## config.mk

```make
export PLATFORM = sky130hd
export DESIGN_NAME = qapm_mixer
export DESIGN_NICKNAME = d
export VERILOG_FILES = /design/src/rtl/core/qapm_pkg.sv /design/src/rtl/core/qapm_mixer.sv
export SDC_FILE = /design/constraint.sdc
export NUM_CORES = 1
export LEC_CHECK = 0
export ABC_AREA = 1
export BUFFER_PORTS_ARGS = -buffer_cell sky130_fd_sc_hd__clkbuf_2
export CAP_MARGIN = 5
export CORE_MARGIN = 5
export CORE_UTILIZATION = 55
export CTS_BUF_LIST = sky130_fd_sc_hd__clkbuf_2
export CTS_CLUSTER_SIZE = 12
export DETAILED_ROUTE_END_ITERATION = 8
export PLACE_DENSITY = 0.77
export SETUP_SLACK_MARGIN = 0.15
export SLEW_MARGIN = 20
export SYNTH_ARGS = -nofsm -noshare
export SYNTH_HDL_FRONTEND = slang
export SYNTH_SLANG_ARGS = --single-unit
export TNS_END_PERCENT = 30
```

## constraint.sdc

```tcl
create_clock -name i_clk -period 6.3 [get_ports i_clk]
set_input_delay 1.26 -clock i_clk [delete_from_list [all_inputs] [get_ports i_clk]]
set_output_delay 1.26 -clock i_clk [all_outputs]
set_load 0.005 [all_outputs]
```

## src/rtl/core/qapm_pkg.sv

```systemverilog
package qapm_pkg;

    // field widths
    localparam int OP_W       = 2;
    localparam int ANGLE_W    = 17;
    localparam int PULSE_W    = 12;
    localparam int OFFSET_W   = PULSE_W + 1;
    localparam int ERR_W      = 18;
    localparam int DERR_W     = ERR_W + 1;
    localparam int INTEG_W    = 32;
    localparam int GAIN_W     = 16;
    localparam int MOTOR_W    = 11;
    localparam int TERM_W     = 10;
    localparam int MIX_W      = 14;
    localparam int CFG_IDX_W  = 3;
    localparam int SP_MAG_W   = 16;
    localparam int STEP_MAG_W = 9;
    localparam int STEP_W     = STEP_MAG_W + 1;

    // product and sum widths of the PID terms
    localparam int PROP_W = GAIN_W + 1 + ERR_W;
    localparam int INTP_W = GAIN_W + 1 + INTEG_W;
    localparam int DERP_W = GAIN_W + 1 + DERR_W;
    localparam int SUM_W  = INTP_W + 1;
    localparam int TERM_FRAC = 18;

    // operation codes
    localparam logic [OP_W-1:0] OP_FLY     = 2'd0;
    localparam logic [OP_W-1:0] OP_GROUND  = 2'd1;
    localparam logic [OP_W-1:0] OP_STANDBY = 2'd2;

    // configuration register indexes
    localparam logic [CFG_IDX_W-1:0] CFG_KP_TILT    = 3'd0;
    localparam logic [CFG_IDX_W-1:0] CFG_KI_TILT    = 3'd1;
    localparam logic [CFG_IDX_W-1:0] CFG_KD_TILT    = 3'd2;
    localparam logic [CFG_IDX_W-1:0] CFG_KP_HEADING = 3'd3;
    localparam logic [CFG_IDX_W-1:0] CFG_KD_HEADING = 3'd4;

    localparam logic [GAIN_W-1:0] KP_TILT_RST    = 16'd1331;
    localparam logic [GAIN_W-1:0] KI_TILT_RST    = 16'd51;
    localparam logic [GAIN_W-1:0] KD_TILT_RST    = 16'd15360;
    localparam logic [GAIN_W-1:0] KP_HEADING_RST = 16'd205;
    localparam logic [GAIN_W-1:0] KD_HEADING_RST = 16'd5120;

    localparam logic signed [OFFSET_W-1:0] STICK_CENTER = 13'sd1500;
    localparam logic [PULSE_W-1:0]         YAW_DEADBAND = 12'd20;
    localparam int DEG180_Q8  = 180 * 256;
    localparam int DEG360_Q8  = 360 * 256;
    localparam int TERM_LIMIT = 400;
    localparam int MOTOR_MIN  = 1200;
    localparam int MOTOR_MAX  = 1800;
    localparam int MOTOR_IDLE = 1000;

    // x*256/15 = (x*RECIP15) >> 16, exact for x < 4096
    localparam logic [20:0] RECIP15       = 21'd1118482;
    localparam int          RECIP15_SHIFT = 16;
    localparam int          RECIP15_PW    = PULSE_W + 21;
    // x*256/1500 = (x*RECIP1500) >> 21, exact for x < 4096
    localparam logic [18:0] RECIP1500       = 19'd357914;
    localparam int          RECIP1500_SHIFT = 21;
    localparam int          RECIP1500_PW    = PULSE_W + 19;

    localparam logic signed [INTEG_W-1:0] INTEG_MAX = 32'sh7FFF_FFFF;
    localparam logic signed [INTEG_W-1:0] INTEG_MIN = 32'sh8000_0000;

    // pipeline register stages
    localparam int NUM_STAGES = 10;
    localparam int ST_IN   = 0;
    localparam int ST_MAG  = 1;
    localparam int ST_QUO  = 2;
    localparam int ST_ERR  = 3;
    localparam int ST_YAW  = 4;
    localparam int ST_LOOP = 5;
    localparam int ST_PROD = 6;
    localparam int ST_SUM  = 7;
    localparam int ST_TERM = 8;
    localparam int ST_OUT  = 9;

    typedef struct packed {
        logic [NUM_STAGES-1:0] ld;
        logic [NUM_STAGES-1:0] fire;
    } t_pipe_ctl;

    typedef struct packed {
        logic [GAIN_W-1:0] kp_tilt;
        logic [GAIN_W-1:0] ki_tilt;
        logic [GAIN_W-1:0] kd_tilt;
        logic [GAIN_W-1:0] kp_heading;
        logic [GAIN_W-1:0] kd_heading;
    } t_gains;

    typedef struct packed {
        logic [OP_W-1:0]           op;
        logic signed [ANGLE_W-1:0] roll;
        logic signed [ANGLE_W-1:0] pitch;
        logic signed [ANGLE_W-1:0] yaw;
        logic [PULSE_W-1:0]        thr;
        logic [PULSE_W-1:0]        roll_stick;
        logic [PULSE_W-1:0]        pitch_stick;
        logic [PULSE_W-1:0]        yaw_stick;
    } t_item;

    typedef struct packed {
        logic [OP_W-1:0]           op;
        logic signed [ANGLE_W-1:0] roll;
        logic signed [ANGLE_W-1:0] pitch;
        logic signed [ANGLE_W-1:0] yaw;
        logic [PULSE_W-1:0]        thr;
        logic [PULSE_W-1:0]        roll_mag;
        logic [PULSE_W-1:0]        pitch_mag;
        logic [PULSE_W-1:0]        yaw_mag;
        logic                      roll_neg;
        logic                      pitch_neg;
        logic                      yaw_neg;
        logic                      yaw_move;
    } t_mag;

    typedef struct packed {
        logic [OP_W-1:0]           op;
        logic signed [ANGLE_W-1:0] roll;
        logic signed [ANGLE_W-1:0] pitch;
        logic signed [ANGLE_W-1:0] yaw;
        logic [PULSE_W-1:0]        thr;
        logic signed [ANGLE_W-1:0] sp_roll;
        logic signed [ANGLE_W-1:0] sp_pitch;
        logic signed [STEP_W-1:0]  hd_step;
        logic                      yaw_move;
    } t_quo;

    typedef struct packed {
        logic                      fly;
        logic [PULSE_W-1:0]        thr;
        logic signed [ANGLE_W-1:0] yaw;
        logic signed [ANGLE_W-1:0] heading;
        logic signed [ERR_W-1:0]   roll_err;
        logic signed [ERR_W-1:0]   pitch_err;
    } t_err;

    typedef struct packed {
        logic                    fly;
        logic [PULSE_W-1:0]      thr;
        logic signed [ERR_W-1:0] roll_err;
        logic signed [ERR_W-1:0] pitch_err;
        logic signed [ERR_W-1:0] yaw_err;
    } t_yerr;

    typedef struct packed {
        logic                      fly;
        logic [PULSE_W-1:0]        thr;
        logic signed [ERR_W-1:0]   roll_err;
        logic signed [INTEG_W-1:0] roll_int;
        logic signed [DERR_W-1:0]  roll_der;
        logic signed [ERR_W-1:0]   pitch_err;
        logic signed [INTEG_W-1:0] pitch_int;
        logic signed [DERR_W-1:0]  pitch_der;
        logic signed [ERR_W-1:0]   yaw_err;
        logic signed [DERR_W-1:0]  yaw_der;
    } t_loop;

    typedef struct packed {
        logic                     fly;
        logic [PULSE_W-1:0]       thr;
        logic signed [PROP_W-1:0] roll_p;
        logic signed [INTP_W-1:0] roll_i;
        logic signed [DERP_W-1:0] roll_d;
        logic signed [PROP_W-1:0] pitch_p;
        logic signed [INTP_W-1:0] pitch_i;
        logic signed [DERP_W-1:0] pitch_d;
        logic signed [PROP_W-1:0] yaw_p;
        logic signed [DERP_W-1:0] yaw_d;
    } t_prod;

    typedef struct packed {
        logic                    fly;
        logic [PULSE_W-1:0]      thr;
        logic signed [SUM_W-1:0] roll_sum;
        logic signed [SUM_W-1:0] pitch_sum;
        logic signed [SUM_W-1:0] yaw_sum;
    } t_sum;

    typedef struct packed {
        logic                     fly;
        logic [PULSE_W-1:0]       thr;
        logic signed [TERM_W-1:0] roll;
        logic signed [TERM_W-1:0] pitch;
        logic signed [TERM_W-1:0] yaw;
    } t_term;

    typedef struct packed {
        logic [MOTOR_W-1:0] left_front;
        logic [MOTOR_W-1:0] right_front;
        logic [MOTOR_W-1:0] left_back;
        logic [MOTOR_W-1:0] right_back;
    } t_motors;

endpackage

```

## src/rtl/core/qapm_mixer.sv

```systemverilog
module qapm_mixer import qapm_pkg::*; (
    input  logic      i_clk,
    input  logic      i_rst_n,
    input  t_pipe_ctl i_ctl,
    input  logic      i_valid,
    input  t_term     i_term,
    output t_motors   o_motors
);

    t_motors r_out, n_out;

    logic signed [MIX_W-1:0] thr, pp, pr, py;

    function automatic logic [MOTOR_W-1:0] motor_clamp(
        input logic signed [MIX_W-1:0] v
    );
        if (v < MOTOR_MIN) begin
            return MOTOR_W'(MOTOR_MIN);
        end else if (v > MOTOR_MAX) begin
            return MOTOR_W'(MOTOR_MAX);
        end
        return v[MOTOR_W-1:0];
    endfunction

    // X frame: pitch pushes the front pair, roll the right side, yaw one diagonal
    always_comb begin
        thr = $signed({{(MIX_W-PULSE_W){1'b0}}, i_term.thr});
        pp  = MIX_W'(i_term.pitch);
        pr  = MIX_W'(i_term.roll);
        py  = MIX_W'(i_term.yaw);
        if (i_term.fly) begin
            n_out.left_front  = motor_clamp(thr + pp - pr + py);
            n_out.right_front = motor_clamp(thr + pp + pr - py);
            n_out.left_back   = motor_clamp(thr - pp - pr - py);
            n_out.right_back  = motor_clamp(thr - pp + pr + py);
        end else begin
            n_out.left_front  = MOTOR_W'(MOTOR_IDLE);
            n_out.right_front = MOTOR_W'(MOTOR_IDLE);
            n_out.left_back   = MOTOR_W'(MOTOR_IDLE);
            n_out.right_back  = MOTOR_W'(MOTOR_IDLE);
        end
    end

    always_ff @(posedge i_clk) begin
        if (i_ctl.ld[ST_OUT]) begin
            r_out <= n_out;
        end
    end

    assign o_motors = r_out;

    a_motor_range: assert property (@(posedge i_clk) disable iff (!i_rst_n)
        i_valid |-> (r_out.left_front >= MOTOR_IDLE && r_out.left_front <= MOTOR_MAX
                  && r_out.right_front >= MOTOR_IDLE && r_out.right_front <= MOTOR_MAX
                  && r_out.left_back >= MOTOR_IDLE && r_out.left_back <= MOTOR_MAX
                  && r_out.right_back >= MOTOR_IDLE && r_out.right_back <= MOTOR_MAX))
        else $error("motor command out of range");

    a_idle_all: assert property (@(posedge i_clk) disable iff (!i_rst_n)
        (i_valid && r_out.left_front == MOTOR_IDLE) |->
            (r_out.right_front == MOTOR_IDLE && r_out.left_back == MOTOR_IDLE
             && r_out.right_back == MOTOR_IDLE))
        else $error("idle command not applied to every motor");

endmodule

```

Word level (Yosys, flattened, before mapping)
Index checks and enable logic that the tools add are counted.

word-level totals
  output and inout bits = 44
  input bits = 66
  register bits = 44

operators by class
  add/sub/neg operators = 10
  mux-type cells = 24
  magnitude comparators = 8

operators by type and width
  cell                  count
  $mux 11               12
  $add 14x10->14        4
  $gt 14x12->1 const B  4
  $lt 14x12->1 const B  4
  $sub 14x10->14        4
  $add 13x10->14        1
  $sub 13x10->14        1
  $mux 1                12

Depth between registers and ports, before layout
  word-level depth = 8
  depth in mapped cells = 28

Worst setup path after synthesis
OpenSTA, ideal clock, no wires.

  path type = input to register
  start = in i_term[30] (netlist bit)
  end = reg r_out (netlist bit o_motors[5]), data pin
  buffers on the path = 0
  arrival time = 4.916 ns
  required time = 6.043 ns
  setup time = 0.257 ns
  path slack = 1.127 ns
  cell stages on the path = 24
  cells stage by stage = inv_1 > ha_1 > fa_1 > o31ai_2 > a31oi_1 > o21ai_1 > a21oi_1 > o21ai_1 > xor2_1 > fa_1 > inv_1 > ha_1 > a21oi_1 > nor3_1 > nor2_1 > nand2_1 > a21oi_1 > inv_1 > nand3_1 > nand2_1 > a31oi_1 > inv_1 > nor2_1 > nand2_1

on the way
  longest elaborated chain between the ends = 8
  elaborated cells between the ends (all ways) = 10
  those cells by class = add/sub (3); order compare (2); mux (5)

ends and longest elaborated chain
  item                            RTL line          source
  start: declaration              qapm_mixer.sv:6   input t_term i_term,
  $sub 13x10->14 *                qapm_mixer.sv:35  n_out.right_back = motor_clamp(thr - pp + pr + py);
  $add 14x10->14 * (2 in series)  qapm_mixer.sv:35
  $gt 14x12->1                    qapm_mixer.sv:19  end else if (v > MOTOR_MAX) begin
  $mux 1                          qapm_mixer.sv:19
  $mux 1                          qapm_mixer.sv:17  if (v < MOTOR_MIN) begin
  $mux 1                          qapm_mixer.sv:31  if (i_term.fly) begin
  $mux 11 *                       qapm_mixer.sv:22  return v[MOTOR_W-1:0];
  end signal: assignment          qapm_mixer.sv:46  r_out <= n_out;
  end: declaration                qapm_mixer.sv:10  t_motors r_out, n_out;

Mark *: on every way between the ends. The rest lies on a longest branch, timed or not. The select of a mux whose other input is x is not followed.
A chain may end at the register's enable or synchronous reset.

Worst setup path in the final report
  start = in i_term[30] (netlist bit)
  end = reg r_out (netlist bit o_motors[7]), data pin

Same word-level chain as after synthesis.

==> flow_metrics.tcl <==
set metrics [dict create \
    synth_edf_count 44 \
    hpwl_um 14500 \
    hp-start "i_term[20]" \
    drive_gt1_share_pct 13.9 \
    largest_register_ffs 44 \
    rows 42 \
    fill_cells 1231 \
    ys_ff_latch 44 \
    coreArea_um2 13100 \
    whs_path_depth 4 \
    arrival_ns 5.66 \
    slew_headroom_pct 34.5 \
    vias_per_cell 5.08 \
    whs_ns 1.32 \
    final_nets 1283 \
    setup_viol 0 \
    ant_nets 0 \
    wirelength_um 16600 \
    avgRoutedWirePerCell_um 13.2 \
    synth_xor_area_share_pct 5.59 \
    netlist_area_um2 7320 \
    synth_fa_ha_area_share_pct 28.9 \
    synth_mux_area_share_pct 0 \
    synth_nets 1198 \
    syn_to_final_growth_pct 9.26 \
    cts-root-buf "clkbuf_2" \
    dieArea_um2 15700 \
    vias 6401 \
    clock_path_buffers 2 \
    cp_data_required_time_ns 6.57 \
    tritoncts.num_buffers 5 \
    cp-start-kind "primary input" \
    maxCapViolCount 0 \
    cts_hold_buffers 0 \
    worstPathMaxFanout 4 \
    synth-simple-area-share_pct 27.9 \
    die_w_um 125 \
    htree_levels 2 \
    io_pins 110 \
    drtIter0Drc 437 \
    cts_tree "done" \
    syn_inst 996 \
    synthTopCellsByCount "nand2_1 (260), inv_1 (182), ha_1 (81)" \
    finalCritPeriodShare_pct 85.7 \
    synth_area_leaders "edfxtp_1 (18%), fa_1 (15%), ha_1 (14%), nand2_1 (13%), inv_1 (9.3%)" \
    p_per_area_nw_per_um2 361 \
    slew_violations 0 \
    yosys_warnings 0 \
    antenna_found_initial 1 \
    end_kind "flip-flop" \
    rsz0062_at_grt "no" \
    final-hold-violation-count 0 \
    gp_congestion 0.976 \
    synth.top_cell.area_share_pct 18.0 \
    tightest_slew_ns 0.982 \
    ys_async_sr_fraction_pct 0 \
    synth_cell_types 46 \
    first_pass_iters 5 \
    dp_slack_ns 0.419 \
    die_y_um 125 \
    portBuffers 88 \
    synth-compound-area-share_pct 8.85 \
    fin_crit_ns 5.40 \
    synth_top_area_cell "edfxtp_1" \
    p_leak_nw 4.34 \
    ir_drop_uv 150 \
    grt-ovfl-total 0 \
    clk_pin_slew_worst_paths_ns 0.25 \
    synth-seq-area-share_pct 18.0 \
    grt_pass1_vias 5989 \
    hold_path.class "in -> reg" \
    grt_usage_pct 21.2 \
    setup_ws_ns 0.903 \
    synth.most_common_cell "nand2_1" \
    status "completed" \
    drc 0 \
    fmax_mhz 185 \
    setup_tns_ns 0 \
    grt_max_degree 45 \
    initial_core_util_pct 55.7 \
    total_power_mw 2.89 \
    synth_top_family_by_area "adder cells" \
    cts_resized 0 \
    synth_flop_cell "edfxtp_1" \
    clkSinkCount 44 \
    syn_area_per_cell_um2 7.35 \
    critPathKind "in -> reg" \
    postCtsSetupBuffers 0 \
    min_to "o_motors[22]" \
    grt_pass1_wl_um 28000 \
]
[cells in the final DEF (no fill, tap or decap), types with 12 or more instances in the layout]
cell type / Yosys / layout
a21oi_1: 44 / 44
clkbuf_2: 0 / 92
edfxtp_1: 44 / 44
fa_1: 55 / 55
ha_1: 81 / 81
inv_1: 182 / 182
nand2_1: 260 / 260
nand3_1: 64 / 64
nand4_1: 12 / 12
nor2_1: 67 / 67
o21ai_0: 22 / 22
xor2_1: 37 / 37
[final cells by class]
| class | count | area [um2] | share of cell area, % |
|---|---|---|---|
| Inverter | 193 | 724 | 9.05 |
| Tap cell | 176 | 220 | 2.75 |
| Multi-Input combinational cell | 748 | 5220 | 65.2 |
| Sequential cell | 44 | 1320 | 16.5 |
| Timing Repair Buffer | 89 | 448 | 5.60 |
| Antenna cell | 1 | 2.50 | 0.0313 |
| Clock inverter | 3 | 42.5 | 0.532 |
| Clock buffer | 5 | 25.0 | 0.313 |
[metal layers]
metal / up-vias / track usage [%] / wire, um
li1: 3317 / - / -
met5: - / 0 / 0
met1: 2853 / 31.4 / 8040
met2: 205 / 32.9 / 7140
met4: 0 / 6.82 / 452
met3: 26 / 2.17 / 1010
[cell families after synthesis]
group                      count (synthesis)
AOI/OAI and AO/OA                        108
DFF                                       44
xor gates and xnor gates                  45
adders and majority gates                136
buffers and inverters                    204
and+or+nand+nor                          459
[critical path, stage by stage]
cell      delay (ns)
clkbuf_2        0.09
inv_1           0.04
ha_1            0.22
fa_1            0.43
o31ai_2         0.38
a31oi_1         0.18
o21ai_1         0.23
a21oi_1         0.09
o21ai_1         0.15
xor2_1          0.31
fa_1            0.46
inv_1           0.09
ha_1            0.28
a21oi_1         0.24
nor3_1          0.07
nor2_1          0.08
nand2_1         0.05
a21oi_1         0.20
inv_1           0.09
nand3_1         0.08
nand2_1         0.07
a31oi_1         0.24
inv_1           0.11
nor2_1          0.15
nand2_1         0.07
[where the power goes]
group / internal, mW / switching [mW] / leakage [nW]
combinational: 0.801 / 1.45 / 3.87
clock: 0.0665 / 0.100 / 0.0406
sequential: 0.445 / 0.0201 / 0.430
[how the worst max path moves through the flow]
stage,from,endpoint,slack (ns)
5_1_grt,i_term[30],o_motors[5],0.61
3_5_place_dp,i_term[30],o_motors[7],0.42
3_3_place_gp,i_term[30],o_motors[5],0.50
4_1_cts,i_term[30],o_motors[7],0.93
2_1_floorplan,i_term[30],o_motors[5],1.13
6_report,i_term[30],o_motors[7],0.90
[stage by stage]
| stage | instances | instance area [um2] | utilization [%] |
|---|---|---|---|
| finish | 1259 | 8000 | 60.9 |
| global route | 1259 | 8000 | 60.9 |
| CTS | 1258 | 8000 | 60.9 |
| detailed placement | 1250 | 7930 | 60.4 |
| global placement | 1250 | 7930 | 60.4 |
| floorplan | 996 | 7320 | - |
Note: power is estimated with default switching activity, not from simulation.
