--- src/rtl/core/qapm_pkg.sv ---
package qapm_pkg;

    // field widths
    localparam int OP_W       = 2;
    localparam int ANGLE_W    = 17;
    localparam int PULSE_W    = 12;
    localparam int OFFSET_W   = PULSE_W + 1;
    localparam int ERR_W      = 18;
    localparam int DERR_W     = ERR_W + 1;
    localparam int INTEG_W    = 32;
    localparam int GAIN_W     = 16;
    localparam int MOTOR_W    = 11;
    localparam int TERM_W     = 10;
    localparam int MIX_W      = 14;
    localparam int CFG_IDX_W  = 3;
    localparam int SP_MAG_W   = 16;
    localparam int STEP_MAG_W = 9;
    localparam int STEP_W     = STEP_MAG_W + 1;

    // product and sum widths of the PID terms
    localparam int PROP_W = GAIN_W + 1 + ERR_W;
    localparam int INTP_W = GAIN_W + 1 + INTEG_W;
    localparam int DERP_W = GAIN_W + 1 + DERR_W;
    localparam int SUM_W  = INTP_W + 1;
    localparam int TERM_FRAC = 18;

    // operation codes
    localparam logic [OP_W-1:0] OP_FLY     = 2'd0;
    localparam logic [OP_W-1:0] OP_GROUND  = 2'd1;
    localparam logic [OP_W-1:0] OP_STANDBY = 2'd2;

    // configuration register indexes
    localparam logic [CFG_IDX_W-1:0] CFG_KP_TILT    = 3'd0;
    localparam logic [CFG_IDX_W-1:0] CFG_KI_TILT    = 3'd1;
    localparam logic [CFG_IDX_W-1:0] CFG_KD_TILT    = 3'd2;
    localparam logic [CFG_IDX_W-1:0] CFG_KP_HEADING = 3'd3;
    localparam logic [CFG_IDX_W-1:0] CFG_KD_HEADING = 3'd4;

    localparam logic [GAIN_W-1:0] KP_TILT_RST    = 16'd1331;
    localparam logic [GAIN_W-1:0] KI_TILT_RST    = 16'd51;
    localparam logic [GAIN_W-1:0] KD_TILT_RST    = 16'd15360;
    localparam logic [GAIN_W-1:0] KP_HEADING_RST = 16'd205;
    localparam logic [GAIN_W-1:0] KD_HEADING_RST = 16'd5120;

    localparam logic signed [OFFSET_W-1:0] STICK_CENTER = 13'sd1500;
    localparam logic [PULSE_W-1:0]         YAW_DEADBAND = 12'd20;
    localparam int DEG180_Q8  = 180 * 256;
    localparam int DEG360_Q8  = 360 * 256;
    localparam int TERM_LIMIT = 400;
    localparam int MOTOR_MIN  = 1200;
    localparam int MOTOR_MAX  = 1800;
    localparam int MOTOR_IDLE = 1000;

    // x*256/15 = (x*RECIP15) >> 16, exact for x < 4096
    localparam logic [20:0] RECIP15       = 21'd1118482;
    localparam int          RECIP15_SHIFT = 16;
    localparam int          RECIP15_PW    = PULSE_W + 21;
    // x*256/1500 = (x*RECIP1500) >> 21, exact for x < 4096
    localparam logic [18:0] RECIP1500       = 19'd357914;
    localparam int          RECIP1500_SHIFT = 21;
    localparam int          RECIP1500_PW    = PULSE_W + 19;

    localparam logic signed [INTEG_W-1:0] INTEG_MAX = 32'sh7FFF_FFFF;
    localparam logic signed [INTEG_W-1:0] INTEG_MIN = 32'sh8000_0000;

    // pipeline register stages
    localparam int NUM_STAGES = 10;
    localparam int ST_IN   = 0;
    localparam int ST_MAG  = 1;
    localparam int ST_QUO  = 2;
    localparam int ST_ERR  = 3;
    localparam int ST_YAW  = 4;
    localparam int ST_LOOP = 5;
    localparam int ST_PROD = 6;
    localparam int ST_SUM  = 7;
    localparam int ST_TERM = 8;
    localparam int ST_OUT  = 9;

    typedef struct packed {
        logic [NUM_STAGES-1:0] ld;
        logic [NUM_STAGES-1:0] fire;
    } t_pipe_ctl;

    typedef struct packed {
        logic [GAIN_W-1:0] kp_tilt;
        logic [GAIN_W-1:0] ki_tilt;
        logic [GAIN_W-1:0] kd_tilt;
        logic [GAIN_W-1:0] kp_heading;
        logic [GAIN_W-1:0] kd_heading;
    } t_gains;

    typedef struct packed {
        logic [OP_W-1:0]           op;
        logic signed [ANGLE_W-1:0] roll;
        logic signed [ANGLE_W-1:0] pitch;
        logic signed [ANGLE_W-1:0] yaw;
        logic [PULSE_W-1:0]        thr;
        logic [PULSE_W-1:0]        roll_stick;
        logic [PULSE_W-1:0]        pitch_stick;
        logic [PULSE_W-1:0]        yaw_stick;
    } t_item;

    typedef struct packed {
        logic [OP_W-1:0]           op;
        logic signed [ANGLE_W-1:0] roll;
        logic signed [ANGLE_W-1:0] pitch;
        logic signed [ANGLE_W-1:0] yaw;
        logic [PULSE_W-1:0]        thr;
        logic [PULSE_W-1:0]        roll_mag;
        logic [PULSE_W-1:0]        pitch_mag;
        logic [PULSE_W-1:0]        yaw_mag;
        logic                      roll_neg;
        logic                      pitch_neg;
        logic                      yaw_neg;
        logic                      yaw_move;
    } t_mag;

    typedef struct packed {
        logic [OP_W-1:0]           op;
        logic signed [ANGLE_W-1:0] roll;
        logic signed [ANGLE_W-1:0] pitch;
        logic signed [ANGLE_W-1:0] yaw;
        logic [PULSE_W-1:0]        thr;
        logic signed [ANGLE_W-1:0] sp_roll;
        logic signed [ANGLE_W-1:0] sp_pitch;
        logic signed [STEP_W-1:0]  hd_step;
        logic                      yaw_move;
    } t_quo;

    typedef struct packed {
        logic                      fly;
        logic [PULSE_W-1:0]        thr;
        logic signed [ANGLE_W-1:0] yaw;
        logic signed [ANGLE_W-1:0] heading;
        logic signed [ERR_W-1:0]   roll_err;
        logic signed [ERR_W-1:0]   pitch_err;
    } t_err;

    typedef struct packed {
        logic                    fly;
        logic [PULSE_W-1:0]      thr;
        logic signed [ERR_W-1:0] roll_err;
        logic signed [ERR_W-1:0] pitch_err;
        logic signed [ERR_W-1:0] yaw_err;
    } t_yerr;

    typedef struct packed {
        logic                      fly;
        logic [PULSE_W-1:0]        thr;
        logic signed [ERR_W-1:0]   roll_err;
        logic signed [INTEG_W-1:0] roll_int;
        logic signed [DERR_W-1:0]  roll_der;
        logic signed [ERR_W-1:0]   pitch_err;
        logic signed [INTEG_W-1:0] pitch_int;
        logic signed [DERR_W-1:0]  pitch_der;
        logic signed [ERR_W-1:0]   yaw_err;
        logic signed [DERR_W-1:0]  yaw_der;
    } t_loop;

    typedef struct packed {
        logic                     fly;
        logic [PULSE_W-1:0]       thr;
        logic signed [PROP_W-1:0] roll_p;
        logic signed [INTP_W-1:0] roll_i;
        logic signed [DERP_W-1:0] roll_d;
        logic signed [PROP_W-1:0] pitch_p;
        logic signed [INTP_W-1:0] pitch_i;
        logic signed [DERP_W-1:0] pitch_d;
        logic signed [PROP_W-1:0] yaw_p;
        logic signed [DERP_W-1:0] yaw_d;
    } t_prod;

    typedef struct packed {
        logic                    fly;
        logic [PULSE_W-1:0]      thr;
        logic signed [SUM_W-1:0] roll_sum;
        logic signed [SUM_W-1:0] pitch_sum;
        logic signed [SUM_W-1:0] yaw_sum;
    } t_sum;

    typedef struct packed {
        logic                     fly;
        logic [PULSE_W-1:0]       thr;
        logic signed [TERM_W-1:0] roll;
        logic signed [TERM_W-1:0] pitch;
        logic signed [TERM_W-1:0] yaw;
    } t_term;

    typedef struct packed {
        logic [MOTOR_W-1:0] left_front;
        logic [MOTOR_W-1:0] right_front;
        logic [MOTOR_W-1:0] left_back;
        logic [MOTOR_W-1:0] right_back;
    } t_motors;

endpackage

--- src/rtl/core/qapm_loop.sv ---
module qapm_loop import qapm_pkg::*; (
    input  logic      i_clk,
    input  logic      i_rst_n,
    input  t_pipe_ctl i_ctl,
    input  t_err      i_err,
    output t_loop     o_loop
);

    t_yerr r_yerr, n_yerr;
    t_loop r_loop, n_loop;

    logic signed [INTEG_W-1:0] r_roll_int, n_roll_int;
    logic signed [INTEG_W-1:0] r_pitch_int, n_pitch_int;
    logic signed [ERR_W-1:0]   r_roll_prev, n_roll_prev;
    logic signed [ERR_W-1:0]   r_pitch_prev, n_pitch_prev;
    logic signed [ERR_W-1:0]   r_yaw_prev, n_yaw_prev;

    logic signed [ERR_W-1:0]   yaw_diff;
    logic signed [INTEG_W-1:0] roll_sat, pitch_sat;

    function automatic logic signed [INTEG_W-1:0] sat_add(
        input logic signed [INTEG_W-1:0] acc,
        input logic signed [ERR_W-1:0]   err
    );
        logic signed [INTEG_W:0] sum;
        sum = {acc[INTEG_W-1], acc} + (INTEG_W+1)'(err);
        if (sum[INTEG_W] != sum[INTEG_W-1]) begin
            return sum[INTEG_W] ? INTEG_MIN : INTEG_MAX;
        end
        return sum[INTEG_W-1:0];
    endfunction

    // heading error, negated when its magnitude exceeds 180 degrees
    always_comb begin
        yaw_diff = ERR_W'(i_err.yaw) - ERR_W'(i_err.heading);
        n_yerr.fly       = i_err.fly;
        n_yerr.thr       = i_err.thr;
        n_yerr.roll_err  = i_err.roll_err;
        n_yerr.pitch_err = i_err.pitch_err;
        if (yaw_diff > DEG180_Q8 || yaw_diff < -DEG180_Q8) begin
            n_yerr.yaw_err = -yaw_diff;
        end else begin
            n_yerr.yaw_err = yaw_diff;
        end
    end

    always_ff @(posedge i_clk) begin
        if (i_ctl.ld[ST_YAW]) begin
            r_yerr <= n_yerr;
        end
    end

    always_comb begin
        roll_sat  = sat_add(r_roll_int, r_yerr.roll_err);
        pitch_sat = sat_add(r_pitch_int, r_yerr.pitch_err);

        if (r_yerr.fly) begin
            n_roll_int   = roll_sat;
            n_pitch_int  = pitch_sat;
            n_roll_prev  = r_yerr.roll_err;
            n_pitch_prev = r_yerr.pitch_err;
            n_yaw_prev   = r_yerr.yaw_err;
        end else begin
            // ground and standby clear the tilt loops, keep yaw history
            n_roll_int   = '0;
            n_pitch_int  = '0;
            n_roll_prev  = '0;
            n_pitch_prev = '0;
            n_yaw_prev   = r_yaw_prev;
        end

        n_loop.fly       = r_yerr.fly;
        n_loop.thr       = r_yerr.thr;
        n_loop.roll_err  = r_yerr.roll_err;
        n_loop.roll_int  = roll_sat;
        n_loop.roll_der  = DERR_W'(r_yerr.roll_err) - DERR_W'(r_roll_prev);
        n_loop.pitch_err = r_yerr.pitch_err;
        n_loop.pitch_int = pitch_sat;
        n_loop.pitch_der = DERR_W'(r_yerr.pitch_err) - DERR_W'(r_pitch_prev);
        n_loop.yaw_err   = r_yerr.yaw_err;
        n_loop.yaw_der   = DERR_W'(r_yerr.yaw_err) - DERR_W'(r_yaw_prev);
    end

    always_ff @(posedge i_clk) begin
        if (!i_rst_n) begin
            r_roll_int   <= '0;
            r_pitch_int  <= '0;
            r_roll_prev  <= '0;
            r_pitch_prev <= '0;
            r_yaw_prev   <= '0;
        end else if (i_ctl.fire[ST_LOOP]) begin
            r_roll_int   <= n_roll_int;
            r_pitch_int  <= n_pitch_int;
            r_roll_prev  <= n_roll_prev;
            r_pitch_prev <= n_pitch_prev;
            r_yaw_prev   <= n_yaw_prev;
        end
    end

    always_ff @(posedge i_clk) begin
        if (i_ctl.ld[ST_LOOP]) begin
            r_loop <= n_loop;
        end
    end

    assign o_loop = r_loop;

    a_tilt_clear: assert property (@(posedge i_clk) disable iff (!i_rst_n)
        (i_ctl.fire[ST_LOOP] && !r_yerr.fly) |=>
            (r_roll_int == '0 && r_pitch_int == '0
             && r_roll_prev == '0 && r_pitch_prev == '0))
        else $error("tilt loops not cleared by ground or standby beat");

    a_yaw_hold: assert property (@(posedge i_clk) disable iff (!i_rst_n)
        (i_ctl.fire[ST_LOOP] && !r_yerr.fly) |=> $stable(r_yaw_prev))
        else $error("yaw history changed outside fly mode");

endmodule

--- config.mk ---
export PLATFORM = sky130hd
export DESIGN_NAME = qapm_loop
export DESIGN_NICKNAME = d
export VERILOG_FILES = /design/src/rtl/core/qapm_pkg.sv /design/src/rtl/core/qapm_loop.sv
export SDC_FILE = /design/constraint.sdc
export NUM_CORES = 1
export LEC_CHECK = 0
export BUFFER_PORTS_ARGS = -buffer_cell sky130_fd_sc_hd__buf_2
export CAP_MARGIN = 20
export CORE_MARGIN = 3
export CORE_UTILIZATION = 35
export DETAILED_ROUTE_END_ITERATION = 10
export MAX_ROUTING_LAYER = met4
export SLEW_MARGIN = 20
export SYNTH_ARGS = -nofsm -noshare
export SYNTH_HDL_FRONTEND = slang
export SYNTH_SLANG_ARGS = --single-unit
--- constraint.sdc ---
create_clock -name i_clk -period 6.2 [get_ports i_clk]
set_clock_uncertainty 0.05 [all_clocks]
set_input_delay 1.24 -clock i_clk [delete_from_list [all_inputs] [get_ports i_clk]]
set_output_delay 1.24 -clock i_clk [all_outputs]
set_load 0.005 [all_outputs]
* Word level (Yosys, flattened, before mapping)
Index checks and enable logic that the tools add are counted.
Word-level totals: flip-flop bits (word level) 373, latch bits 0, bits in writable memories 0, word-level logic and storage cells 46, memories kept 0, bits in read-only memories 0, bits of input ports 105, output and inout port bits 188
Operators by class: equality and inequality tests 2, reduce and logical (&&, ||, !) cells 2, shift operators 0, multiply operators 0, bitwise operators 0, magnitude comparators 2, divide/modulo/power cells 0, add/subtract/negate cells 7, multiplexer cells 13
Operators with widths (number):
- 32-bit two-way mux | 8
- 32-bit by 18-bit adder with 33-bit output | 2
- 18-bit by 18-bit subtractor with 19-bit output | 3
- 18-bit two-way mux | 3
- 18-bit by 17-bit > comparator with 1-bit output (second input constant) | 1
- 18-bit by 17-bit less-than comparator with 1-bit output (second input constant) | 1
- 18-bit negation | 1
- 17-bit by 17-bit subtractor with 18-bit output | 1
- 1-bit two-way mux | 2
- 1-bit != test | 2
- 2-bit AND reduction | 1
- 1-bit logical OR | 1

* Depth between registers and ports, before layout
depth after elaboration 5, gate-level depth with buffers 15, mapped depth without buffers 13

* Least setup slack after synthesis
No wires, ideal clock.
kind input to register, from input port i_err[53] in the netlist's numbering, to register r_yerr (netlist bit n_loop[32]), data pin, path slack 1.921 ns, arrival time 3.968 ns, stages on the path 14, path buffers 1, path through inv_1 > ha_1 > fa_1 > nand2b_1 > a21o_1 > a21oi_1 > nor4bb_1 > o32a_1 > a2111oi_2 > o21ai_1 > and2_1 > clkbuf_1 > a211o_1 > xnor2_1
RTL lines:
- from (decl) | line qapm_loop.sv:5 | input t_err i_err,
- to (signal assigned) | line qapm_loop.sv:49 | r_yerr <= n_yerr;
- to (decl) | line qapm_loop.sv:9 | t_yerr r_yerr, n_yerr;

==> impl_metrics.json <==
{
  "ys_warn_count": 0,
  "tns_ns": 0,
  "grt_overflow": 0,
  "viasPerCell": 5.047,
  "floorplan.die_area_sq_um": 58840,
  "clk_pin_slew_ns": 0.06,
  "synth_flop_cell": "edfxtp_1",
  "grt_pass1_vias": 14260,
  "post-route-min-period_ns": 4.681,
  "synth_area_sq_um": 19590,
  "grt_max_degree": 72,
  "cp-end-kind": "flop",
  "ant_nets": 0,
  "status": "completed",
  "syn_nets": 2113,
  "gp_congestion": 0.8703,
  "cts.sinks": 373,
  "avgSynthCellArea_sq_um": 10.50,
  "setup_viol": 0,
  "dp_hpwl_mm": 36.51,
  "final_common_cell": "buf_2",
  "cp.arrival_ns": 5.08,
  "slowest_stage": "or3b_1",
  "p_per_area_nw_per_um2": 346.1,
  "maxSlewViolCount": 0,
  "ioPinCount": 293,
  "cts_max_level": 2,
  "numCtsBuffers": 44,
  "synth-edff-count": 255,
  "layout-drive-gt1-share_pct": 17.99,
  "remaining_drc_errors": 0,
  "maxUsedRoutingLayer": "met4",
  "vias": 14760,
  "antenna_found_initial": 3,
  "critPathRequiredTime_ns": 6.60,
  "wl_per_cell_microns": 17.41,
  "die_w_microns": 242.6,
  "coreArea_sq_um": 55200,
  "num_rows": 86,
  "path_cells": "ha_1 -> fa_1 -> a21oi_1 -> o2111ai_2 -> a221oi_2 -> o31a_1 -> o31ai_4 -> a31oi_2 -> a21oi_4 -> or3b_1 -> o21ai_0 -> a22o_1",
  "mostFrequentLayoutCells": "273 x buf_2, 255 x edfxtp_1, 183 x nand2_1, 136 x ha_1, 130 x o21ai_0",
  "wl_met1_mm": 23.24,
  "drtIter0Drc": 775,
  "cts_setup_buffers": 0,
  "wl_met2_mm": 23.74,
  "cts.repair.resized": 0,
  "crit_family": "compound AO/OA/AOI/OAI gates",
  "ir_drop_uv": 194.7,
  "drv_cap": 0,
  "cts-root-buf": "clkbuf_16",
  "syn_inst": 1866,
  "ys_types": 78,
  "drtPass1Iterations": 5,
  "ys_async_sr_fraction_pct": 0,
  "crit_fanout": 25,
  "min_period_over_period_pct": 75.49,
  "met3_length_mm": 2.529,
  "fp.dieH_microns": 242.6,
  "cts_tree": "done",
  "hold_viol": 0,
  "clk_latency_ns": 0.56,
  "start_kind": "flop",
  "initial_utilization_pct": 35.49,
  "io_buffers": 275,
  "worst-path-buf-inv": 0,
  "grt_pass1_wl_mm": 79.61,
  "area_growth_pct": 18.62,
  "grt_usage_pct": 17.43,
  "hold_buffers": 0,
  "wirelength_mm": 50.92,
  "crit_type": "flop to flop",
  "p_leak_nw": 9.559,
  "hold_path_class": "flop to flop",
  "fmax_mhz": 213.6,
  "synth_seq_cells": 373,
  "timing.slew.headroom_pct": 31.30,
  "rsz0062_at_grt": "false",
  "ys_seq_area_share_pct": 51.15,
  "worst_pin_slew_ns": 1.030,
  "cts_buffer_depth": 3,
  "final_util_pct": 42.09,
  "slowest_delay_ns": 0.75,
  "num-nets-final": 2387
}
-- cells in the mapped netlist, drive strengths merged, types with 7 or more instances --
cell type	number	share of area [%]
and2	49	1.6
nand2b	15	0.48
nor3	45	1.1
o21ai	136	3.5
buf	14	0.43
a22o	14	0.63
nand4	7	0.22
maj3	16	0.82
ha	136	8.7
nand2	183	3.5
o41ai	7	0.31
a21o	54	2.1
o21bai	12	0.46
xnor2	82	3.7
a21boi	27	1.0
a211oi	21	0.87
nand3	37	0.95
a31oi	12	0.42
or3	7	0.22
a21oi	112	3.0
inv	120	2.3
o21a	22	0.84
clkbuf	46	0.89
o211ai	13	0.50
o31ai	8	0.38
or2	13	0.42
dfxtp	118	12
edfxtp	255	39
nor2	128	2.5
xor2	33	1.5
and3	18	0.57
nor2b	22	0.74
-- cell families (layout without fill, tap and decap cells) --
family	after synthesis	count (layout)	share of synthesized area (%)
xor+xnor	115	115	5.142
mux	3	3	0.1533
other cells	0	3	0
compound gates	498	498	16.97
simple gates	539	539	12.84
fa+ha+maj	158	158	10.12
flops	373	373	51.15
buf+inv	180	488	3.628
-- worst paths after layout --
kind,start,to,slack [ns],depth (start not counted)
max,n_loop[157],r_roll_int[18],1.52,12
min,n_loop[179],o_loop[179],0.36,0
max reg2reg,n_loop[157],r_roll_int[18],1.52,12
min reg2reg,n_loop[179],o_loop[179],0.36,0
-- cell type report --
| class | instances | area (sq um) |
|---|---|---|
| timing repair buffer | 288 | 1485 |
| fill | 5313 | 31960 |
| sequential | 373 | 10020 |
| antenna | 3 | 7.507 |
| clock buffer | 52 | 1162 |
| clock inverter | 28 | 301.5 |
| inverter | 120 | 450.4 |
| multi-input combinational | 1313 | 8874 |
| tap | 748 | 935.9 |
-- sequential cells by signal, summed over array words and instances, names as in the netlist --
name / flops
r_roll_int: 32
r_yaw_prev: 18
n_loop: 67
r_pitch_prev: 18
r_roll_prev: 18
o_loop: 188
r_pitch_int: 32
-- worst reg2reg max path: cells and delay by family (launching register included) --
kind	cells	cell delay, ns
compound gates	9	2.55
simple gates	1	0.75
fa+ha+maj	2	0.72
flops	1	0.52
-- metal layers --
layer	vias to the layer above	global-route usage (%)
met3	90	2.939
met5	-	-
li1	7305	-
met2	371	28.32
met4	0	5.641
met1	6996	22.25
-- power by group --
group	internal (W)	switching [W]	total [W]
Sequential	0.00316	0.000197	0.00335
Combinational	0.000872	0.00120	0.00207
Clock	0.00159	0.00103	0.00262
Total	0.00562	0.00243	0.00804
-- metrics by stage --
step                      area, sq um  hold WS (ns)  power (W)  setup WS, ns  std cells
after floorplan                 19590        0.3503   0.004728         1.921       1866
after global placement          21760        0.3503   0.005450         1.438       2842
after detailed placement        21760        0.3545   0.005481         1.405       2842
after CTS                       23230        0.3689   0.008157         1.511       2922
after global routing            23240        0.3717   0.008508         1.293       2925
final                           23240        0.3647   0.008042         1.519       2925
No activity file was read; power rests on OpenSTA's default activity.
