`src/rtl/core/qapm_pkg.sv`:
```
package qapm_pkg;

    // field widths
    localparam int OP_W       = 2;
    localparam int ANGLE_W    = 17;
    localparam int PULSE_W    = 12;
    localparam int OFFSET_W   = PULSE_W + 1;
    localparam int ERR_W      = 18;
    localparam int DERR_W     = ERR_W + 1;
    localparam int INTEG_W    = 32;
    localparam int GAIN_W     = 16;
    localparam int MOTOR_W    = 11;
    localparam int TERM_W     = 10;
    localparam int MIX_W      = 14;
    localparam int CFG_IDX_W  = 3;
    localparam int SP_MAG_W   = 16;
    localparam int STEP_MAG_W = 9;
    localparam int STEP_W     = STEP_MAG_W + 1;

    // product and sum widths of the PID terms
    localparam int PROP_W = GAIN_W + 1 + ERR_W;
    localparam int INTP_W = GAIN_W + 1 + INTEG_W;
    localparam int DERP_W = GAIN_W + 1 + DERR_W;
    localparam int SUM_W  = INTP_W + 1;
    localparam int TERM_FRAC = 18;

    // operation codes
    localparam logic [OP_W-1:0] OP_FLY     = 2'd0;
    localparam logic [OP_W-1:0] OP_GROUND  = 2'd1;
    localparam logic [OP_W-1:0] OP_STANDBY = 2'd2;

    // configuration register indexes
    localparam logic [CFG_IDX_W-1:0] CFG_KP_TILT    = 3'd0;
    localparam logic [CFG_IDX_W-1:0] CFG_KI_TILT    = 3'd1;
    localparam logic [CFG_IDX_W-1:0] CFG_KD_TILT    = 3'd2;
    localparam logic [CFG_IDX_W-1:0] CFG_KP_HEADING = 3'd3;
    localparam logic [CFG_IDX_W-1:0] CFG_KD_HEADING = 3'd4;

    localparam logic [GAIN_W-1:0] KP_TILT_RST    = 16'd1331;
    localparam logic [GAIN_W-1:0] KI_TILT_RST    = 16'd51;
    localparam logic [GAIN_W-1:0] KD_TILT_RST    = 16'd15360;
    localparam logic [GAIN_W-1:0] KP_HEADING_RST = 16'd205;
    localparam logic [GAIN_W-1:0] KD_HEADING_RST = 16'd5120;

    localparam logic signed [OFFSET_W-1:0] STICK_CENTER = 13'sd1500;
    localparam logic [PULSE_W-1:0]         YAW_DEADBAND = 12'd20;
    localparam int DEG180_Q8  = 180 * 256;
    localparam int DEG360_Q8  = 360 * 256;
    localparam int TERM_LIMIT = 400;
    localparam int MOTOR_MIN  = 1200;
    localparam int MOTOR_MAX  = 1800;
    localparam int MOTOR_IDLE = 1000;

    // x*256/15 = (x*RECIP15) >> 16, exact for x < 4096
    localparam logic [20:0] RECIP15       = 21'd1118482;
    localparam int          RECIP15_SHIFT = 16;
    localparam int          RECIP15_PW    = PULSE_W + 21;
    // x*256/1500 = (x*RECIP1500) >> 21, exact for x < 4096
    localparam logic [18:0] RECIP1500       = 19'd357914;
    localparam int          RECIP1500_SHIFT = 21;
    localparam int          RECIP1500_PW    = PULSE_W + 19;

    localparam logic signed [INTEG_W-1:0] INTEG_MAX = 32'sh7FFF_FFFF;
    localparam logic signed [INTEG_W-1:0] INTEG_MIN = 32'sh8000_0000;

    // pipeline register stages
    localparam int NUM_STAGES = 10;
    localparam int ST_IN   = 0;
    localparam int ST_MAG  = 1;
    localparam int ST_QUO  = 2;
    localparam int ST_ERR  = 3;
    localparam int ST_YAW  = 4;
    localparam int ST_LOOP = 5;
    localparam int ST_PROD = 6;
    localparam int ST_SUM  = 7;
    localparam int ST_TERM = 8;
    localparam int ST_OUT  = 9;

    typedef struct packed {
        logic [NUM_STAGES-1:0] ld;
        logic [NUM_STAGES-1:0] fire;
    } t_pipe_ctl;

    typedef struct packed {
        logic [GAIN_W-1:0] kp_tilt;
        logic [GAIN_W-1:0] ki_tilt;
        logic [GAIN_W-1:0] kd_tilt;
        logic [GAIN_W-1:0] kp_heading;
        logic [GAIN_W-1:0] kd_heading;
    } t_gains;

    typedef struct packed {
        logic [OP_W-1:0]           op;
        logic signed [ANGLE_W-1:0] roll;
        logic signed [ANGLE_W-1:0] pitch;
        logic signed [ANGLE_W-1:0] yaw;
        logic [PULSE_W-1:0]        thr;
        logic [PULSE_W-1:0]        roll_stick;
        logic [PULSE_W-1:0]        pitch_stick;
        logic [PULSE_W-1:0]        yaw_stick;
    } t_item;

    typedef struct packed {
        logic [OP_W-1:0]           op;
        logic signed [ANGLE_W-1:0] roll;
        logic signed [ANGLE_W-1:0] pitch;
        logic signed [ANGLE_W-1:0] yaw;
        logic [PULSE_W-1:0]        thr;
        logic [PULSE_W-1:0]        roll_mag;
        logic [PULSE_W-1:0]        pitch_mag;
        logic [PULSE_W-1:0]        yaw_mag;
        logic                      roll_neg;
        logic                      pitch_neg;
        logic                      yaw_neg;
        logic                      yaw_move;
    } t_mag;

    typedef struct packed {
        logic [OP_W-1:0]           op;
        logic signed [ANGLE_W-1:0] roll;
        logic signed [ANGLE_W-1:0] pitch;
        logic signed [ANGLE_W-1:0] yaw;
        logic [PULSE_W-1:0]        thr;
        logic signed [ANGLE_W-1:0] sp_roll;
        logic signed [ANGLE_W-1:0] sp_pitch;
        logic signed [STEP_W-1:0]  hd_step;
        logic                      yaw_move;
    } t_quo;

    typedef struct packed {
        logic                      fly;
        logic [PULSE_W-1:0]        thr;
        logic signed [ANGLE_W-1:0] yaw;
        logic signed [ANGLE_W-1:0] heading;
        logic signed [ERR_W-1:0]   roll_err;
        logic signed [ERR_W-1:0]   pitch_err;
    } t_err;

    typedef struct packed {
        logic                    fly;
        logic [PULSE_W-1:0]      thr;
        logic signed [ERR_W-1:0] roll_err;
        logic signed [ERR_W-1:0] pitch_err;
        logic signed [ERR_W-1:0] yaw_err;
    } t_yerr;

    typedef struct packed {
        logic                      fly;
        logic [PULSE_W-1:0]        thr;
        logic signed [ERR_W-1:0]   roll_err;
        logic signed [INTEG_W-1:0] roll_int;
        logic signed [DERR_W-1:0]  roll_der;
        logic signed [ERR_W-1:0]   pitch_err;
        logic signed [INTEG_W-1:0] pitch_int;
        logic signed [DERR_W-1:0]  pitch_der;
        logic signed [ERR_W-1:0]   yaw_err;
        logic signed [DERR_W-1:0]  yaw_der;
    } t_loop;

    typedef struct packed {
        logic                     fly;
        logic [PULSE_W-1:0]       thr;
        logic signed [PROP_W-1:0] roll_p;
        logic signed [INTP_W-1:0] roll_i;
        logic signed [DERP_W-1:0] roll_d;
        logic signed [PROP_W-1:0] pitch_p;
        logic signed [INTP_W-1:0] pitch_i;
        logic signed [DERP_W-1:0] pitch_d;
        logic signed [PROP_W-1:0] yaw_p;
        logic signed [DERP_W-1:0] yaw_d;
    } t_prod;

    typedef struct packed {
        logic                    fly;
        logic [PULSE_W-1:0]      thr;
        logic signed [SUM_W-1:0] roll_sum;
        logic signed [SUM_W-1:0] pitch_sum;
        logic signed [SUM_W-1:0] yaw_sum;
    } t_sum;

    typedef struct packed {
        logic                     fly;
        logic [PULSE_W-1:0]       thr;
        logic signed [TERM_W-1:0] roll;
        logic signed [TERM_W-1:0] pitch;
        logic signed [TERM_W-1:0] yaw;
    } t_term;

    typedef struct packed {
        logic [MOTOR_W-1:0] left_front;
        logic [MOTOR_W-1:0] right_front;
        logic [MOTOR_W-1:0] left_back;
        logic [MOTOR_W-1:0] right_back;
    } t_motors;

endpackage

```
`src/rtl/core/qapm_setpoint.sv`:
```
module qapm_setpoint import qapm_pkg::*; (
    input  logic      i_clk,
    input  logic      i_rst_n,
    input  t_pipe_ctl i_ctl,
    input  t_item     i_item,
    output t_err      o_err
);

    t_item r_in;
    t_mag  r_mag, n_mag;
    t_quo  r_quo, n_quo;
    t_err  r_err, n_err;

    logic signed [ANGLE_W-1:0] r_heading, n_heading;

    logic signed [OFFSET_W-1:0]  roll_off, pitch_off, yaw_off;
    logic [RECIP15_PW-1:0]       roll_prod, pitch_prod;
    logic [RECIP1500_PW-1:0]     yaw_prod;
    logic signed [ANGLE_W-1:0]   roll_q, pitch_q;
    logic signed [STEP_W-1:0]    yaw_q;
    logic signed [ANGLE_W:0]     hd_sum;
    logic signed [ANGLE_W-1:0]   hd_wrap;

    always_ff @(posedge i_clk) begin
        if (i_ctl.ld[ST_IN]) begin
            r_in <= i_item;
        end
    end

    // center the sticks and split into sign and magnitude
    always_comb begin
        roll_off  = $signed({1'b0, r_in.roll_stick}) - STICK_CENTER;
        pitch_off = $signed({1'b0, r_in.pitch_stick}) - STICK_CENTER;
        yaw_off   = $signed({1'b0, r_in.yaw_stick}) - STICK_CENTER;

        n_mag.op        = r_in.op;
        n_mag.roll      = r_in.roll;
        n_mag.pitch     = r_in.pitch;
        n_mag.yaw       = r_in.yaw;
        n_mag.thr       = r_in.thr;
        n_mag.roll_neg  = roll_off[OFFSET_W-1];
        n_mag.pitch_neg = pitch_off[OFFSET_W-1];
        n_mag.yaw_neg   = yaw_off[OFFSET_W-1];
        n_mag.roll_mag  = roll_off[OFFSET_W-1] ? PULSE_W'(-roll_off)
                                               : roll_off[PULSE_W-1:0];
        n_mag.pitch_mag = pitch_off[OFFSET_W-1] ? PULSE_W'(-pitch_off)
                                                : pitch_off[PULSE_W-1:0];
        n_mag.yaw_mag   = yaw_off[OFFSET_W-1] ? PULSE_W'(-yaw_off)
                                              : yaw_off[PULSE_W-1:0];
        n_mag.yaw_move  = n_mag.yaw_mag >= YAW_DEADBAND;
    end

    always_ff @(posedge i_clk) begin
        if (i_ctl.ld[ST_MAG]) begin
            r_mag <= n_mag;
        end
    end

    // constant division by reciprocal multiply, then restore the sign (pitch takes the opposite sign)
    always_comb begin
        roll_prod  = RECIP15_PW'(r_mag.roll_mag) * RECIP15_PW'(RECIP15);
        pitch_prod = RECIP15_PW'(r_mag.pitch_mag) * RECIP15_PW'(RECIP15);
        yaw_prod   = RECIP1500_PW'(r_mag.yaw_mag) * RECIP1500_PW'(RECIP1500);

        roll_q  = $signed({1'b0, roll_prod[RECIP15_SHIFT +: SP_MAG_W]});
        pitch_q = $signed({1'b0, pitch_prod[RECIP15_SHIFT +: SP_MAG_W]});
        yaw_q   = $signed({1'b0, yaw_prod[RECIP1500_SHIFT +: STEP_MAG_W]});

        n_quo.op       = r_mag.op;
        n_quo.roll     = r_mag.roll;
        n_quo.pitch    = r_mag.pitch;
        n_quo.yaw      = r_mag.yaw;
        n_quo.thr      = r_mag.thr;
        n_quo.sp_roll  = r_mag.roll_neg ? -roll_q : roll_q;
        n_quo.sp_pitch = r_mag.pitch_neg ? pitch_q : -pitch_q;
        n_quo.hd_step  = r_mag.yaw_neg ? -yaw_q : yaw_q;
        n_quo.yaw_move = r_mag.yaw_move;
    end

    always_ff @(posedge i_clk) begin
        if (i_ctl.ld[ST_QUO]) begin
            r_quo <= n_quo;
        end
    end

    // heading target: in fly, step and wrap once at +-180 degrees; ground latches yaw
    always_comb begin
        hd_sum = {r_heading[ANGLE_W-1], r_heading}
               + (ANGLE_W+1)'(r_quo.hd_step);
        if (hd_sum > DEG180_Q8) begin
            hd_wrap = ANGLE_W'(hd_sum - DEG360_Q8);
        end else if (hd_sum < -DEG180_Q8) begin
            hd_wrap = ANGLE_W'(hd_sum + DEG360_Q8);
        end else begin
            hd_wrap = hd_sum[ANGLE_W-1:0];
        end

        n_heading = r_heading;
        if (r_quo.op == OP_FLY) begin
            if (r_quo.yaw_move) begin
                n_heading = hd_wrap;
            end
        end else if (r_quo.op == OP_GROUND) begin
            n_heading = r_quo.yaw;
        end

        n_err.fly       = r_quo.op == OP_FLY;
        n_err.thr       = r_quo.thr;
        n_err.yaw       = r_quo.yaw;
        n_err.heading   = n_heading;
        n_err.roll_err  = ERR_W'(r_quo.roll) - ERR_W'(r_quo.sp_roll);
        n_err.pitch_err = ERR_W'(r_quo.pitch) - ERR_W'(r_quo.sp_pitch);
    end

    always_ff @(posedge i_clk) begin
        if (!i_rst_n) begin
            r_heading <= '0;
        end else if (i_ctl.fire[ST_ERR]) begin
            r_heading <= n_heading;
        end
    end

    always_ff @(posedge i_clk) begin
        if (i_ctl.ld[ST_ERR]) begin
            r_err <= n_err;
        end
    end

    assign o_err = r_err;

endmodule

```
`config.mk`:
```
export PLATFORM = sky130hd
export DESIGN_NAME = qapm_setpoint
export DESIGN_NICKNAME = d
export VERILOG_FILES = /design/src/rtl/core/qapm_pkg.sv /design/src/rtl/core/qapm_setpoint.sv
export SDC_FILE = /design/constraint.sdc
export NUM_CORES = 1
export LEC_CHECK = 0
export CAP_MARGIN = 40
export CORE_ASPECT_RATIO = 2
export CORE_MARGIN = 5
export CORE_UTILIZATION = 40
export CTS_BUF_LIST = sky130_fd_sc_hd__clkbuf_4 sky130_fd_sc_hd__clkbuf_8
export CTS_CLUSTER_DIAMETER = 40
export DETAILED_ROUTE_END_ITERATION = 8
export DONT_BUFFER_PORTS = 1
export GPL_TIMING_DRIVEN = 1
export PLACE_DENSITY = 0.51
export SYNTH_ARGS = -nofsm -noshare
export SYNTH_HDL_FRONTEND = slang
export SYNTH_SLANG_ARGS = --single-unit
```
`constraint.sdc`:
```
create_clock -name i_clk -period 9.7 [get_ports i_clk]
set_clock_uncertainty 0.1 [all_clocks]
set_input_delay 0.97 -clock i_clk [delete_from_list [all_inputs] [get_ports i_clk]]
set_output_delay 0.97 -clock i_clk [all_outputs]
set_load 0.01 [all_outputs]
```
Yosys cells after proc, flatten, opt, wreduce, memory -nomap -nowiden:

Index checks and enable logic that the tools add are counted.

* word-level logic and storage cells: 72
* register bits: 416
* output and inout port bits: 83

* multipliers: 3
* muxes and demuxes: 11
* magnitude comparators: 3
* reduce and logical (&&, ||, !) cells: 1
* equality and inequality tests: 1
* add/sub/neg operators: 14

Operators by type and width (count)
* 17-bit two-way mux: 5
* 12-bit by 20-bit multiplier with 31-bit output, second input constant: 2
* 12-bit by 11-bit subtractor with 13-bit output, second input constant: 3
* 12-bit two-way mux: 3
* 12-bit negation: 3
* 17-bit by 17-bit subtractor with 18-bit output: 2
* 16-bit negation with 17-bit output: 2
* 16-bit two-way mux: 2
* 12-bit by 18-bit multiplier with 29-bit output, second input constant: 1
* 17-bit by 10-bit adder with 18-bit output: 1
* 18-bit by 17-bit > comparator with 1-bit output, second input constant: 1
* 18-bit by 17-bit < comparator with 1-bit output, second input constant: 1
* 17-bit adder, second input constant: 1
* 17-bit subtractor, second input constant: 1
* 12-bit by 5-bit greater-or-equal comparator with 1-bit output, second input constant: 1
* 9-bit negation with 10-bit output: 1
* 9-bit two-way mux: 1
* 2-bit by 1-bit == test with 1-bit output, second input constant: 1
* 2-bit zero test: 1

Longest topological paths before layout:

* word-level depth: 6
* gate-level depth with buffers: 25

Least setup slack after synthesis:

Ideal clock, no wire load.

* path kind: reg2reg
* from: register r_mag[9] (netlist bit)
* to: register r_quo[8] (netlist bit) (data pin)
* data required time: 9.341 ns
* arrival: 5.645 ns
* path buffers: 0
* slack: 3.695 ns
* stages on the path, launching flop included: 20
* cell sequence: edfxtp_1 -> ha_1 -> inv_1 -> fa_1 -> fa_1 -> inv_1 -> fa_1 -> inv_1 -> fa_1 -> inv_1 -> ha_1 -> a21o_1 -> a21oi_1 -> nor3b_1 -> a211oi_1 -> or4_1 -> or3_1 -> a2111oi_0 -> a21oi_1 -> xnor2_1

RTL lines
* from (decl): RTL line qapm_setpoint.sv:10 `t_mag r_mag, n_mag;`
* from (signal assigned): RTL line qapm_setpoint.sv:55 `r_mag <= n_mag;`
* to (signal assigned): RTL line qapm_setpoint.sv:82 `r_quo <= n_quo;`
* to (decl): RTL line qapm_setpoint.sv:11 `t_quo r_quo, n_quo;`

==> flow_summary.json <==
{
  "outcome": "completed",
  "synth.area.top_cells": "edfxtp_1, ha_1, fa_1",
  "synth-seq-area-share_pct": 50.0,
  "hold_viol": 0,
  "synthCells": 2043,
  "crit_family": "adder cells",
  "period_minus_slack_ns": 6.56,
  "die_y_um": 361,
  "cap_viol_max_count": 0,
  "post-route-period-util_pct": 67.6,
  "gr-total-overflow": 0,
  "wl_per_cell_um": 18.3,
  "gp_congestion": 0.872,
  "clock-root-buffer": "clkbuf_8",
  "clk_latency_ns": 0.68,
  "cts_tree": "done",
  "core_um2": 61000,
  "ys_types": 84,
  "p_leak_nw": 11.2,
  "rsz0062_at_grt": "false",
  "via_count": 14908,
  "netlist_area_um2": 24600,
  "grt_use_met2_pct": 31.6,
  "rows": 128,
  "grt_pass1_vias": 16015,
  "grt_pass1_wl_um": 84300,
  "critPathCaptureType": "flip-flop",
  "critPathKind": "reg -> reg",
  "grt.total_usage_pct": 16.3,
  "drt_first_iter_violations": 536,
  "async_flop_share_pct": 0,
  "synth_top_area_share_pct": 48.6,
  "clock-sinks": 416,
  "routed_wl_um": 53400,
  "start_kind": "flip-flop",
  "cts_buffers": 66,
  "antenna_found_initial": 2,
  "synth_edf_count": 399,
  "synth_common_cells": "edfxtp_1, inv_1, ha_1, nor2_1, xnor2_1",
  "drive_gt1_share_pct": 7.03,
  "hp-class": "in -> reg",
  "setup_tns_ns": 0,
  "final_core_util_pct": 44.0,
  "viasPerCell": 5.11,
  "synth_most_common_cell": "edfxtp_1",
  "port_buffers": 0,
  "r2r_setup_slack_ns": 3.14,
  "htreeDepth": 3,
  "synth_top_cell_by_area": "edfxtp_1",
  "worstPathCellList": "ha_1, inv_1, fa_1, fa_1, inv_1, fa_1, inv_1, fa_1, inv_1, ha_1, a21o_1, a21oi_1, nor3b_1, a211oi_1, or4_1, or3_1, a2111oi_0, buf_1, a21oi_1, xnor2_1",
  "dp_hpwl_um": 41200,
  "ys_warn_count": 0,
  "dp_cells": 2795,
  "powerDensity_nw_per_um2": 348,
  "post_cts_buffers": 0,
  "fillCellCount": 5602,
  "post_cts_resize_count": 0,
  "clk_pin_slew_worst_paths_ns": 0.06,
  "setup_viol": 0,
  "grt_start_max_net_pins": 111,
  "cts_buffer_depth": 3,
  "cp.arrival_ns": 6.89,
  "seq_area_um2": 12300,
  "synth-main-ff-cell": "edfxtp_1",
  "grt.met3_usage_pct": 3.64,
  "met1_usage_pct": 16.2,
  "synth_seq_cells": 416,
  "crit_fanout": 6,
  "slew_headroom_pct": 36.6,
  "finalNetCount": 2551,
  "syn_avg_cell_area_um2": 12.1,
  "drt-pass1-iter-count": 5,
  "grt_busiest_layer": "met2",
  "fp.dieArea_um2": 66900,
  "initial_utilization_pct": 40.4,
  "vdd_drop_max_uv": 255,
  "fin_cells": 2915,
  "io_pins": 206,
  "cts_hold_buf": 0,
  "multiInputGateArea_um2": 11100,
  "cp_data_required_time_ns": 10.03,
  "slowest_delay_ns": 0.56,
  "clock.fmax_mhz": 152,
  "route.detailed.drc": 0,
  "slew_violations": 0,
  "die-width_um": 185,
  "area_growth_syn_to_layout_pct": 8.97,
  "antenna_left": 0,
  "worst_pin_slew_ns": 0.944,
  "cp.buffers_inverters": 5,
  "syn_nets": 2511,
  "slowest_stage": "edfxtp_1"
}
metrics by stage:
step | setup slack (ns) | hold slack (ns) | total power [W] | area, um2
final | 3.14 | 0.273 | 0.00934 | 26800
after global routing | 2.84 | 0.190 | 0.0103 | 26800
after CTS | 3.15 | 0.149 | 0.00951 | 26800
after detailed placement | 3.11 | 0.305 | 0.00788 | 25500
after global placement | 2.78 | 0.301 | 0.00779 | 25500
after floorplan | 3.70 | 0.300 | 0.00669 | 24600
routing by layer:
layer	part of all wire [%]	wire [um]
met4	3.4	1820
met1	35	18800
met5	0.013	7
met3	4.6	2480
met2	57	30300
cell usage in the layout (no fill, tap or decap), types with 47 or more instances in the layout:
master,synthesis,routed
inv_1,289,289
nor2_1,124,124
ha_1,252,252
a21oi_1,80,80
xor2_1,47,47
nand2_1,107,107
clkbuf_8,0,68
xnor2_1,110,110
edfxtp_1,399,399
o21ai_0,65,65
fa_1,93,93
registers in the layout, summed over array words and instances (netlist names):
register	count
n_err	29
n_mag	65
n_quo	66
o_err	83
r_heading	17
r_in	36
r_mag	39
r_quo	81
cell families after synthesis:
| group | count (synthesis) | share of synthesized area, % |
|---|---|---|
| and+or+nand+nor | 447 | 8.84 |
| DFF | 416 | 50.0 |
| adders and majority gates | 345 | 20.4 |
| AOI/OAI and AO/OA | 339 | 9.39 |
| buffers and inverters | 319 | 4.92 |
| xor gates and xnor gates | 159 | 5.71 |
| muxes | 18 | 0.742 |
power breakdown:
part | total [W] | switching (W) | internal (W)
combinational | 0.00510 | 0.00293 | 0.00217
sequential | 0.00271 | 0.000218 | 0.00249
clock | 0.00153 | 0.000718 | 0.000817
area by class of cell:
type / instances / share of cell area (%)
sequential: 416 / 45.9
clock buffer: 86 / 3.99
timing repair buffer: 2 / 0.0420
antenna: 1 / 0.00932
clock inverter: 33 / 1.03
tap: 780 / 3.64
inverter: 289 / 4.04
multi-input combinational: 1308 / 41.3
worst paths after layout:
| check | startpoint | endpoint | depth (start not counted) |
|---|---|---|---|
| min reg2reg | n_err[71] | o_err[71] | 0 |
| max | r_mag[9] | r_quo[8] | 20 |
| min | i_item[17] | r_in[17] | 0 |
| max reg2reg | r_mag[9] | r_quo[8] | 20 |
No activity file was read; power rests on OpenSTA's default activity.
